==> src/design/rgbled_pkg.sv <==
// ----------------------------------------------------------------------------
// rgbled_pkg
// Shared types and constants for the RGB status LED effect generator.
// ----------------------------------------------------------------------------
`default_nettype none

package rgbled_pkg;

   // effect modes
   typedef enum logic [1:0] {
      MODE_FIXED   = 2'd0,
      MODE_BLINK   = 2'd1,
      MODE_BREATHE = 2'd2,
      MODE_WHEEL   = 2'd3
   } mode_type;

   // control register indexes
   typedef enum logic [2:0] {
      CSR_SHOW_ENABLE     = 3'd0,
      CSR_MODE            = 3'd1,
      CSR_COLOR_RGB       = 3'd2,
      CSR_BRIGHTNESS      = 3'd3,
      CSR_UPDATE_INTERVAL = 3'd4,
      CSR_BLINK_PERIOD    = 3'd5,
      CSR_BLINK_ON_TIME   = 3'd6,
      CSR_STEP_SIZE       = 3'd7
   } csr_index_type;

   localparam int unsigned CSR_DATA_W = 32;
   localparam int unsigned TIME_W     = 32;
   localparam int unsigned LEVEL_W    = 8;
   localparam int unsigned COMP_W     = 11;   // working color component, two's complement

   // wheel segment bounds
   localparam logic [7:0] WHEEL_SEG1 = 8'h55;
   localparam logic [7:0] WHEEL_SEG2 = 8'hAA;
   localparam logic [7:0] FULL_LEVEL = 8'hFF;

   // floor(x / 510) == (x * DIV510_MULT) >> DIV510_SHIFT for x < 132626
   localparam logic [17:0] DIV510_MULT  = 18'd131587;
   localparam int unsigned DIV510_SHIFT = 26;

   // result buffer
   localparam int unsigned FIFO_DEPTH = 8;
   localparam int unsigned PTR_W      = $clog2(FIFO_DEPTH);

endpackage : rgbled_pkg

`default_nettype wire

==> src/design/rgb_status_led_effects.sv <==
// ----------------------------------------------------------------------------
// rgb_status_led_effects
// Timestamp-driven RGB status LED effects: fixed, blink, breathe, color wheel.
// ----------------------------------------------------------------------------
// Usage:
//  - req_* carries one time stamp per word (free-running 32-bit time base).
//    Each word may produce zero or one rsp_* word of RGB duty levels.
//  - csr_* is a write-only register port (index 0..7); write only while the
//    block is idle. Any write reloads the working color and forces one output.
//  - Pipeline: input register -> effect state update and clip -> brightness
//    product -> reciprocal divide by 510 into an 8-word result FIFO.
//  - A result is offered on rsp_* once it is written to the FIFO after the
//    stage 0, lvl_s1 and prod_s2 registers. Throughput: one word per cycle
//    while req_tready is high, set by the state update loop.
//  - Backpressure: req_tready is driven from a credit counter of registered
//    state only. Each accepted word reserves one FIFO slot; words that give
//    no result return their slot from stage 0. When rsp_tready is low the
//    FIFO absorbs up to 8 words, then req_tready drops.
//  - Reset (synchronous, active high): registers to show on, fixed mode,
//    black, full brightness, interval 0, step 1; effect state cleared; one
//    output pending; FIFO empty.
// ----------------------------------------------------------------------------
`default_nettype none

module rgb_status_led_effects
   import rgbled_pkg::*;
(
   input  wire logic                  clock,
   input  wire logic                  reset,

   // time stamp input
   input  wire logic                  req_tvalid,
   output logic                       req_tready,
   input  wire logic [TIME_W-1:0]     req_tdata,    // [31:0] now_time

   // duty level output
   output logic                       rsp_tvalid,
   input  wire logic                  rsp_tready,
   output logic [3*LEVEL_W-1:0]       rsp_tdata,    // [7:0] red, [15:8] green, [23:16] blue

   // register writes
   input  wire logic                  csr_wr_en,
   input  wire logic [2:0]            csr_index,
   input  wire logic [CSR_DATA_W-1:0] csr_wdata
);

   // ------------------------------------------------------------------
   // control registers
   // ------------------------------------------------------------------
   logic                show_en_ff;
   mode_type            mode_ff;
   logic [23:0]         color_ff;
   logic [7:0]          bright_ff;
   logic [TIME_W-1:0]   interval_ff;
   logic [TIME_W-1:0]   period_ff;
   logic [TIME_W-1:0]   on_time_ff;
   logic [7:0]          step_ff;

   always_ff @(posedge clock) begin
      if (reset) begin
         show_en_ff  <= 1'b1;
         mode_ff     <= MODE_FIXED;
         color_ff    <= '0;
         bright_ff   <= 8'd255;
         interval_ff <= '0;
         period_ff   <= '0;
         on_time_ff  <= '0;
         step_ff     <= 8'd1;
      end else if (csr_wr_en) begin
         case (csr_index_type'(csr_index))
            CSR_SHOW_ENABLE:     show_en_ff  <= csr_wdata[0];
            CSR_MODE:            mode_ff     <= mode_type'(csr_wdata[1:0]);
            CSR_COLOR_RGB:       color_ff    <= csr_wdata[23:0];
            CSR_BRIGHTNESS:      bright_ff   <= csr_wdata[7:0];
            CSR_UPDATE_INTERVAL: interval_ff <= csr_wdata[TIME_W-1:0];
            CSR_BLINK_PERIOD:    period_ff   <= csr_wdata[TIME_W-1:0];
            CSR_BLINK_ON_TIME:   on_time_ff  <= csr_wdata[TIME_W-1:0];
            CSR_STEP_SIZE:       step_ff     <= csr_wdata[7:0];
            default: ;
         endcase
      end
   end

   // ------------------------------------------------------------------
   // credit counter: slots reserved in the result FIFO
   // ------------------------------------------------------------------
   logic [PTR_W:0] used_ff, used_in;
   logic [PTR_W:0] wr_ptr_ff, rd_ptr_ff;
   logic           req_acc, rsp_acc, drop;

   assign req_tready = (used_ff < (PTR_W+1)'(FIFO_DEPTH));
   assign req_acc    = req_tvalid && req_tready;
   assign rsp_tvalid = (wr_ptr_ff != rd_ptr_ff);
   assign rsp_acc    = rsp_tvalid && rsp_tready;

   assign used_in = used_ff + (PTR_W+1)'(req_acc) - (PTR_W+1)'(rsp_acc)
                    - (PTR_W+1)'(drop);

   always_ff @(posedge clock) begin
      if (reset) used_ff <= '0;
      else       used_ff <= used_in;
   end

   // ------------------------------------------------------------------
   // stage 0: input register
   // ------------------------------------------------------------------
   logic                s0_valid_ff;
   logic [TIME_W-1:0]   now_ff;

   always_ff @(posedge clock) begin
      if (reset) s0_valid_ff <= 1'b0;
      else       s0_valid_ff <= req_acc;
   end

   always_ff @(posedge clock) begin
      if (req_acc) now_ff <= req_tdata;
   end

   // ------------------------------------------------------------------
   // effect state
   // ------------------------------------------------------------------
   logic [TIME_W-1:0]             last_upd_ff, last_upd_in;
   logic [TIME_W-1:0]             blink_start_ff, blink_start_in;
   logic                          blink_lit_ff, blink_lit_in;
   logic                          rising_ff, rising_in;
   logic [7:0]                    wheel_pos_ff, wheel_pos_in;
   logic [2:0][COMP_W-1:0]        wc_ff, wc_in;
   logic                          reload_pend_ff, reload_pend_in;
   logic                          out_pend_ff, out_pend_in;

   // combinational helpers
   logic [2:0][7:0]               base;
   logic [2:0][COMP_W-1:0]        src;
   logic [2:0][COMP_W-1:0]        br_next;
   logic [2:0][COMP_W-1:0]        whl;
   logic [2:0][COMP_W-1:0]        col;
   logic [2:0][7:0]               clip;
   logic [2:0]                    rise_ok, fall_ok;
   logic [COMP_W-1:0]             step11;
   logic [COMP_W:0]               step12, rise_lim;
   logic [TIME_W-1:0]             gap, elapsed;
   logic                          fire, blink_toggle, breathe_turn, out_pend_next, emit;
   logic [7:0]                    wpos_c, wseg;
   logic [9:0]                    wseg_x3;

   assign base[0] = color_ff[23:16];
   assign base[1] = color_ff[15:8];
   assign base[2] = color_ff[7:0];

   assign step11   = {{(COMP_W-8){step_ff[7]}}, step_ff};
   assign step12   = {step11[COMP_W-1], step11};
   assign rise_lim = (COMP_W+1)'(255) - step12;     // 255 - step, signed

   assign gap     = now_ff - last_upd_ff;
   assign elapsed = now_ff - blink_start_ff;
   assign fire    = s0_valid_ff && show_en_ff && ((interval_ff == '0) || (gap >= interval_ff));

   // blink: lit phase ends after on time, dark phase after the period
   assign blink_toggle = blink_lit_ff ? (elapsed >= on_time_ff) : (elapsed >= period_ff);

   // breathe: step every component, turn when all reached the end stop
   always_comb begin
      for (int i = 0; i < 3; i++) begin
         src[i]     = reload_pend_ff ? {{(COMP_W-8){1'b0}}, base[i]} : wc_ff[i];
         br_next[i] = rising_ff ? (src[i] + step11) : (src[i] - step11);
         rise_ok[i] = ($signed({br_next[i][COMP_W-1], br_next[i]}) >= $signed(rise_lim))
                      || ($signed(br_next[i]) >= $signed(COMP_W'(255)));
         fall_ok[i] = ($signed(step12) >= $signed({br_next[i][COMP_W-1], br_next[i]}))
                      || ($signed(br_next[i]) <= $signed(COMP_W'(1)));
      end
   end

   assign breathe_turn = rising_ff ? (&rise_ok) : (&fall_ok);

   // color wheel: three segments of 85, 85 and 86 positions
   assign wpos_c  = FULL_LEVEL - wheel_pos_ff;
   assign wseg    = (wpos_c < WHEEL_SEG1) ? wpos_c
                  : (wpos_c < WHEEL_SEG2) ? (wpos_c - WHEEL_SEG1)
                  :                         (wpos_c - WHEEL_SEG2);
   assign wseg_x3 = {2'b00, wseg} + {1'b0, wseg, 1'b0};

   always_comb begin
      whl = '0;
      if (wpos_c < WHEEL_SEG1) begin
         whl[0] = COMP_W'(wseg_x3);
         whl[1] = COMP_W'(10'd255 - wseg_x3);
      end else if (wpos_c < WHEEL_SEG2) begin
         whl[0] = COMP_W'(10'd255 - wseg_x3);
         whl[2] = COMP_W'(wseg_x3);
      end else begin
         whl[1] = COMP_W'(wseg_x3);
         whl[2] = COMP_W'(10'd255 - wseg_x3);
      end
   end

   // state update for the word in stage 0
   always_comb begin
      last_upd_in    = last_upd_ff;
      blink_start_in = blink_start_ff;
      blink_lit_in   = blink_lit_ff;
      rising_in      = rising_ff;
      wheel_pos_in   = wheel_pos_ff;
      wc_in          = wc_ff;
      out_pend_next  = out_pend_ff;
      col            = '0;

      if (fire) begin
         last_upd_in = now_ff;
         case (mode_ff)
            MODE_FIXED: begin
               for (int i = 0; i < 3; i++) col[i] = {{(COMP_W-8){1'b0}}, base[i]};
            end
            MODE_BLINK: begin
               wc_in = src;
               if (blink_toggle) begin
                  blink_lit_in  = !blink_lit_ff;
                  out_pend_next = 1'b1;
                  if (!blink_lit_ff) blink_start_in = now_ff;
               end
               // dark phase shows black
               if (blink_lit_ff ^ blink_toggle) col = src;
            end
            MODE_BREATHE: begin
               wc_in         = br_next;
               out_pend_next = 1'b1;
               if (breathe_turn) rising_in = !rising_ff;
               col = br_next;
            end
            MODE_WHEEL: begin
               wc_in         = whl;
               wheel_pos_in  = wheel_pos_ff + step_ff;
               out_pend_next = 1'b1;
               col = whl;
            end
            default: ;
         endcase
      end

      emit = fire && out_pend_next;

      out_pend_in    = emit ? 1'b0 : out_pend_ff;
      reload_pend_in = emit ? 1'b0 : reload_pend_ff;
      if (csr_wr_en) begin
         out_pend_in    = 1'b1;
         reload_pend_in = 1'b1;
      end

      // clip to 0..255
      for (int i = 0; i < 3; i++) begin
         if (col[i][COMP_W-1])       clip[i] = 8'd0;
         else if (|col[i][COMP_W-2:8]) clip[i] = FULL_LEVEL;
         else                        clip[i] = col[i][7:0];
      end
   end

   assign drop = s0_valid_ff && !emit;

   always_ff @(posedge clock) begin
      if (reset) begin
         last_upd_ff    <= '0;
         blink_start_ff <= '0;
         blink_lit_ff   <= 1'b0;
         rising_ff      <= 1'b0;
         wheel_pos_ff   <= '0;
         wc_ff          <= '0;
         reload_pend_ff <= 1'b1;
         out_pend_ff    <= 1'b1;
      end else begin
         last_upd_ff    <= last_upd_in;
         blink_start_ff <= blink_start_in;
         blink_lit_ff   <= blink_lit_in;
         rising_ff      <= rising_in;
         wheel_pos_ff   <= wheel_pos_in;
         wc_ff          <= wc_in;
         reload_pend_ff <= reload_pend_in;
         out_pend_ff    <= out_pend_in;
      end
   end

   // ------------------------------------------------------------------
   // stage 1: clipped levels; stage 2: brightness products
   // ------------------------------------------------------------------
   logic                s1_valid_ff, s2_valid_ff;
   logic [2:0][7:0]     lvl_s1_ff;
   logic [2:0][15:0]    prod_s2_ff;

   always_ff @(posedge clock) begin
      if (reset) begin
         s1_valid_ff <= 1'b0;
         s2_valid_ff <= 1'b0;
      end else begin
         s1_valid_ff <= emit;
         s2_valid_ff <= s1_valid_ff;
      end
   end

   always_ff @(posedge clock) begin
      if (emit) lvl_s1_ff <= clip;
      if (s1_valid_ff) begin
         for (int i = 0; i < 3; i++) prod_s2_ff[i] <= lvl_s1_ff[i] * bright_ff;
      end
   end

   // round(p / 255) as floor((2p + 255) / 510) by reciprocal multiply
   logic [2:0][16:0]    div_num;
   logic [2:0][34:0]    div_prod;
   logic [3*LEVEL_W-1:0] result;

   always_comb begin
      for (int i = 0; i < 3; i++) begin
         div_num[i]  = {prod_s2_ff[i], 1'b0} + 17'd255;
         div_prod[i] = div_num[i] * DIV510_MULT;
         result[i*LEVEL_W +: LEVEL_W] = div_prod[i][DIV510_SHIFT +: LEVEL_W];
      end
   end

   // ------------------------------------------------------------------
   // result FIFO
   // ------------------------------------------------------------------
   logic [3*LEVEL_W-1:0] fifo_mem [FIFO_DEPTH];

   always_ff @(posedge clock) begin
      if (s2_valid_ff) fifo_mem[wr_ptr_ff[PTR_W-1:0]] <= result;
   end

   always_ff @(posedge clock) begin
      if (reset) begin
         wr_ptr_ff <= '0;
         rd_ptr_ff <= '0;
      end else begin
         if (s2_valid_ff) wr_ptr_ff <= wr_ptr_ff + 1'b1;
         if (rsp_acc)     rd_ptr_ff <= rd_ptr_ff + 1'b1;
      end
   end

   assign rsp_tdata = fifo_mem[rd_ptr_ff[PTR_W-1:0]];

   // ------------------------------------------------------------------
   // assertions
   // ------------------------------------------------------------------
`ifndef SYNTHESIS
   a_credit_bound: assert property (@(posedge clock) disable iff (reset)
      used_ff <= (PTR_W+1)'(FIFO_DEPTH))
      else $error("credit counter above FIFO depth");

   a_fifo_within_credit: assert property (@(posedge clock) disable iff (reset)
      (wr_ptr_ff - rd_ptr_ff) <= used_ff)
      else $error("FIFO holds more words than reserved");

   a_reload_has_output: assert property (@(posedge clock) disable iff (reset)
      reload_pend_ff |-> out_pend_ff)
      else $error("reload pending without output pending");

   a_write_forces_output: assert property (@(posedge clock) disable iff (reset)
      csr_wr_en |=> (reload_pend_ff && out_pend_ff))
      else $error("register write did not set pending flags");
`endif

endmodule : rgb_status_led_effects

`default_nettype wire

==> config.mk <==
export PLATFORM = sky130hd
export DESIGN_NAME = rgb_status_led_effects
export DESIGN_NICKNAME = d
export VERILOG_FILES = /design/src/design/rgbled_pkg.sv /design/src/design/rgb_status_led_effects.sv
export SDC_FILE = /design/constraint.sdc
export NUM_CORES = 2
export LEC_CHECK = 0
export BUFFER_PORTS_ARGS = -buffer_cell sky130_fd_sc_hd__clkbuf_2
export CAP_MARGIN = 20
export CELL_PAD_IN_SITES_DETAIL_PLACEMENT = 0
export CELL_PAD_IN_SITES_GLOBAL_PLACEMENT = 2
export CORE_ASPECT_RATIO = 1.2
export CORE_MARGIN = 5
export CORE_UTILIZATION = 45
export CTS_CLUSTER_SIZE = 30
export DETAILED_ROUTE_END_ITERATION = 12
export GPL_TIMING_DRIVEN = 1
export PLACE_DENSITY = 0.88
export SYNTH_ARGS = -nofsm -noshare
export SYNTH_HDL_FRONTEND = slang
export SYNTH_SLANG_ARGS = --single-unit
==> constraint.sdc <==
create_clock -name clock -period 11.95 [get_ports clock]
set_input_delay 1.195 -clock clock [delete_from_list [all_inputs] [get_ports clock]]
set_output_delay 1.195 -clock clock [all_outputs]
set_load 0.02 [all_outputs]
== Word-level counts from Yosys, hierarchy flattened ==
Memories as Yosys holds them, arrays and structs flattened. A register that Yosys moved wholly into a read port is not among the register bits.
Cells that the tools add are included.
Widths: inputs -> output; s select.

* Add/sub/neg operators: 23
* Multiply operators: 6
* Div/mod/pow operators: 0
* $lt $le $gt $ge: 18
* Equal/unequal tests: 11
* Shift-type cells: 0
* Muxes and demuxes: 29
* Bitwise gates (word level): 2
* Reduce and logical (&&, ||, !) cells: 40

{| class="wikitable"
|+ Operators with widths
! cell !! count
|-
| $pmux 33 s4 || 1
|-
| $mul 17x18->34 const B || 3
|-
| $mux 11 || 9
|-
| $pmux 33 s3 || 1
|-
| $ge 32x32->1 || 3
|-
| $mux 33 || 2
|-
| $sub 32x32->32 || 2
|-
| $add 17x8->17 const B || 3
|-
| $mul 8x8->16 || 3
|-
| $mux 8 || 5
|-
| $add 11x11->11 || 3
|-
| $ge 11x10->1 || 3
|-
| $ge 11x9->1 const B || 3
|-
| $ge 8x11->1 || 3
|-
| $le 11x2->1 const B || 3
|-
| $sub 11x11->11 || 3
|-
| $logic_not 32->1 || 1
|-
| $mux 22 || 1
|-
| $reduce_and 2->1 || 10
|-
| $eq 3x3->1 const B || 4
|-
| $reduce_and 3->1 || 4
|-
| $sub 8x10->11 const A || 1
|-
| $add 8x9->10 || 1
|-
| $mux 10 || 1
|-
| 29 further kinds || 56
|}

* Register bits after elaboration: 366
* Latch bits: 0
* Memory bits (writable): 192
* ROM bits: 0
* Input port bits: 72
* Memories kept: 1

{| class="wikitable"
|+ Memories
! name !! depth !! bits a word !! read ports !! clocked after Yosys merged registers in !! write ports !! line !! source
|-
| fifo_mem || 8 || 24 || 1 || 1 || 1 || rgb_status_led_effects.sv:320 || <nowiki>logic [3*LEVEL_W-1:0] fifo_mem [FIFO_DEPTH];</nowiki>
|}

== Logic depth before layout (Yosys ltp) ==
* Depth in word-level cells: 12
* Depth in mapped cells: 36
* Mapped depth without buffers: 34

== Worst setup path before layout ==
OpenSTA, ideal clock, no wires.

* Kind: reg-to-reg
* Start point: register now_ff[0]
* End point: register used_ff[3]
* Setup time: 0.128 ns
* Data arrival time: 6.303 ns
* Path slack: 5.520 ns
* Stages on the path, launching flop included: 34
* Path buffers: 3
* Clock period less this slack: 6.430 ns
* Cell sequence: edfxtp_1 > inv_1 > ha_1 > inv_1 > fa_1 > a211oi_1 > o21ai_0 > o21ai_0 > o21ai_0 > a311o_1 > o221a_2 > a41o_1 > o21a_1 > nor2_1 > xnor2_1 > ha_1 > nand4_1 > or3_1 > o21ai_0 > clkbuf_1 > clkbuf_1 > clkbuf_1 > o31ai_1 > nand2_1 > fa_1 > inv_1 > ha_1 > inv_1 > ha_1 > inv_1 > fa_1 > xnor2_1 > xnor2_1 > nor2_1

* Longest elaborated chain between the ends: 10
* Elaborated cells on any way between the ends: 15

{| class="wikitable"
|+ RTL lines
! element !! line !! source
|-
| start, declared || rgb_status_led_effects.sv:108 || <nowiki>logic [TIME_W-1:0] now_ff;</nowiki>
|-
| start signal, assigned || rgb_status_led_effects.sv:116 || <nowiki>if (req_acc) now_ff <= req_tdata;</nowiki>
|-
| $sub 32x32->32 || rgb_status_led_effects.sv:155 || <nowiki>assign elapsed = now_ff - blink_start_ff;</nowiki>
|-
| $ge 32x32->1 || rgb_status_led_effects.sv:159 || <nowiki>assign blink_toggle = blink_lit_ff ? (elapsed >= on_time_ff) : (elapsed >= period_ff);</nowiki>
|-
| $mux 1 || rgb_status_led_effects.sv:159 ||
|-
| $mux 1 || rgb_status_led_effects.sv:215 || <nowiki>if (blink_toggle) begin</nowiki>
|-
| $pmux 1 s2 || rgb_status_led_effects.sv:209 || <nowiki>case (mode_ff)</nowiki>
|-
| $mux 1 || rgb_status_led_effects.sv:207 || <nowiki>if (fire) begin</nowiki>
|-
| $logic_and 1x1->1 (*) || rgb_status_led_effects.sv:239 || <nowiki>emit = fire && out_pend_next;</nowiki>
|-
| $logic_not 1->1 (*) || rgb_status_led_effects.sv:256 || <nowiki>assign drop = s0_valid_ff && !emit;</nowiki>
|-
| $logic_and 1x1->1 (*) || rgb_status_led_effects.sv:256 ||
|-
| $sub 4x1->4 (*) || rgb_status_led_effects.sv:97 || <nowiki>- (PTR_W+1)'(drop);</nowiki>
|-
| end signal, assigned || rgb_status_led_effects.sv:101 || <nowiki>else used_ff <= used_in;</nowiki>
|-
| end, declared || rgb_status_led_effects.sv:87 || <nowiki>logic [PTR_W:0] used_ff, used_in;</nowiki>
|}

Mark *: on every way between the ends. The rest lies on a longest branch, timed or not.
A chain may end at the register's enable or synchronous reset.

== Worst setup path in the final report ==
Ends and elaborated chain as after synthesis.

==> impl_metrics.csv <==
group,metric,value,unit
finish,num-nets-final,5428,
timing,finalSetupTns,0,ns
placement,gp_congestion,0.856,
logic_synthesis,synth-xor-area-share,4.15,%
logic_synthesis,synth-adder-area-share,26.7,%
placement,pre_cts_slack,4.99,ns
global_route,groute.usage.overall,21.0,%
critical_path,max_stage_delay,0.53,ns
logic_synthesis,synth_top_area_cell,"edfxtp_1",
logic_synthesis,syn_nets,5362,
floorplan,die_x,292,µm
timing,hold_viol_final,0,
timing,worst_pin_slew,1.04,ns
logic_synthesis,synth_flop_cell,"edfxtp_1",
routing,drc_errors,0,
critical_path,cp_data_arrival_time,7.56,ns
critical_path,cpMaxStageDelayCell,"o21ai_4",
timing,setup_viol,0,
critical_path,cp_max_fo,18,
logic_synthesis,synth-simple-area-share,12.5,%
global_route,grt_max_degree,110,
critical_path,path_class,"flop to flop",
logic_synthesis,synth_top_family_by_area,"adder cells",
power_and_ir_drop,vdd_ir_drop_max,0.212,mV
logic_synthesis,yosysSeqAreaShare,33.0,%
routing,routed_wl,108,mm
placement,placed_area,45000,µm²
floorplan,design.core.area,95100,µm²
placement,hpwl,81.8,mm
global_route,grt_pass1_wl,174,mm
clock_tree,postCtsSetupBuffers,0,
clock_tree,cts_hold_buf,0,
finish,n_antenna_cell,0,
logic_synthesis,yosys_warnings,0,
critical_path,rr_worst_depth,30,
power_and_ir_drop,clockPowerShare,15.7,%
clock_tree,tritoncts,"yes",
finish,fin_util,49.6,%
routing,postRouteAntennaNets,0,
power_and_ir_drop,seqPwrFrac,22.8,%
clock_tree,numCtsBuffers,60,
hold_path,hold-path-cell-count,2,
timing,period_share,58.9,%
logic_synthesis,syn_area_per_cell,9.66,µm²
finish,area_growth,9.51,%
status,status,"finished, final reports clean",
finish,fin_area,47200,µm²
critical_path,cp-end-kind,"flop",
floorplan,die-area,102000,µm²
routing,num_vias,31364,
logic_synthesis,synthesis.area,43100,µm²
logic_synthesis,ys_types,83,
timing,setup_slack,4.92,ns
routing,drt-wirelength-per-cell,18.5,µm
run,drv_cap,0,
floorplan,ios,98,
timing,max_freq,0.142,GHz
timing,relSlewSlack,30.4,%
clock_tree,root_buffer,"clkbuf_16",
logic_synthesis,synth_most_common_cell,"ha_1",
timing,finClkSkew,0.0536,ns
floorplan,start_util,45.3,%
clock_tree,cts_buffer_depth,3,
routing,drt_first_pass_iters,5,
clock_tree,cts_resized,0,
logic_synthesis,synth_seq_cells,561,
clock_tree,clk_pin_slew,0.07,ns
critical_path,cpMostUsedCell,"inv_1",
logic_synthesis,synth_edf_count,296,
global_route,antenna_found_initial,3,
timing,maxSlewViolCount,0,
logic_synthesis,synth_common_cells,"ha_1, inv_1, nand2_1, a21oi_1, edfxtp_1",
finish,drive_gt1_share,7.89,%
logic_synthesis,synthArstFlopShare,0,%
clock_tree,cts.sinks,561,
finish,fill_cells,8934,
timing,grt_setup_unrepaired,"no",
global_route,grt.overflow.total,0,
power_and_ir_drop,p_per_area,268,nW/µm²
power_and_ir_drop,p_total,12.6,mW
floorplan,num_rows,124,
power_and_ir_drop,p_switching,5.36,mW
logic_synthesis,synth_mux_area_share,5.45,%
floorplan,die_y,349,µm
placement,port-buffer-count,97,
critical_path,start_kind,"flop",
power_and_ir_drop,swShare,42.4,%
logic_synthesis,synth-compound-area-share,12.2,%
routing,initialDrtViolationCount,1518,
power_and_ir_drop,leakage,20.3,nW
routing,vias_per_cell,5.37,
critical_path,cp.required,12.47,ns
logic_synthesis,synth_area_leaders,"edfxtp_1, ha_1, dfxtp_1",
timing,period_needed,7.03,ns
hold_path,min_path_type,"flop to flop",
power_and_ir_drop,intPower,7.28,mW
clock_tree,clk_latency,0.66,ns
power_and_ir_drop,power_frac_comb,61.6,%
clock_tree,cts-htree-levels,2,
logic_synthesis,netlist_instances,4460,
logic_synthesis,synth_top_area_share,20.6,%
global_route,grt_pass1_vias,31638,
per-stage QoR:
step / std cells / hold slack [ns]
after floorplan: 4460 / 0.425
after global placement: 5723 / 0.442
after detailed placement: 5723 / 0.443
after CTS: 5836 / 0.455
after global routing: 5837 / 0.469
final: 5837 / 0.455
state kept, by name, indices dropped and copies added, names as in the netlist, 4 cells and up, named ones only:
register        count
wheel_pos_ff        8
on_time_ff         32
blink_start_ff     32
last_upd_ff        32
fifo_mem          192
rd_ptr_ff           4
step_ff             8
bright_ff           8
color_ff           24
wc_ff              33
wr_ptr_ff           4
period_ff          32
used_ff             4
prod_s2_ff         48
now_ff             32
interval_ff        32
lvl_s1_ff          24
final timing paths:
check,start,to,slack (ns)
setup / recovery,now_ff[0],used_ff[3],4.92
hold / removal,on_time_ff[7],on_time_ff[7],0.45
setup reg to reg,now_ff[0],used_ff[3],4.92
hold reg to reg,on_time_ff[7],on_time_ff[7],0.45
routing by layer:
metal	routed length (µm)	GRT usage, %	vias to the layer above
li1	-	-	15573
met1	45900	26.1	15093
met2	54200	38.1	536
met3	4800	3.33	158
met4	3210	5.86	4
met5	16	0	-
cell usage in the layout, fill, tap and decap left out, drive strengths merged, types with 118 or more instances in the layout:
cell / n
and2: 118
dfxtp: 265
fa: 150
nor2: 264
xnor2: 133
a21oi: 340
inv: 561
nand2: 480
edfxtp: 296
clkbuf: 168
o21ai: 149
ha: 680
power by group through the flow:
| stage | clock network (mW) | logic [mW] | registers, mW |
|---|---|---|---|
| final | 1.98 | 7.78 | 2.87 |
| after global routing | 2.12 | 9.21 | 2.90 |
| after CTS | 2.04 | 7.95 | 2.88 |
| after detailed placement | 0 | 7.84 | 2.93 |
| after global placement | 0 | 7.78 | 2.92 |
| after floorplan | 0 | 6.04 | 2.85 |
final cells by class:
type | count | area (µm²) | area share [%]
Tap cell | 1260 | 1580 | 3.34
Clock inverter | 42 | 498 | 1.06
Multi-Input combinational cell | 3207 | 26300 | 55.8
Inverter | 557 | 2090 | 4.43
Timing Repair Buffer | 139 | 822 | 1.74
Clock buffer | 71 | 1640 | 3.47
Sequential cell | 561 | 14200 | 30.1
critical path, delay by kind of cell, from the launching register on:
family	cells	cell delay (ns)
AND/OR/NAND/NOR	5	0.90
flip-flops	1	0.41
buffers and inverters	5	0.30
AO/OA/AOI/OAI	10	3.04
XOR/XNOR	3	0.38
adder cells (fa/ha/maj)	7	1.84
kinds of logic (layout without fill, tap and decap cells):
logic type / after synthesis / count (layout)
flip-flops: 561 / 561
adder cells (fa/ha/maj): 830 / 830
XOR/XNOR: 203 / 203
buffers and inverters: 692 / 809
AO/OA/AOI/OAI: 837 / 837
AND/OR/NAND/NOR: 1166 / 1166
multiplexers: 171 / 171
Note: power is estimated with default switching activity, not from simulation.
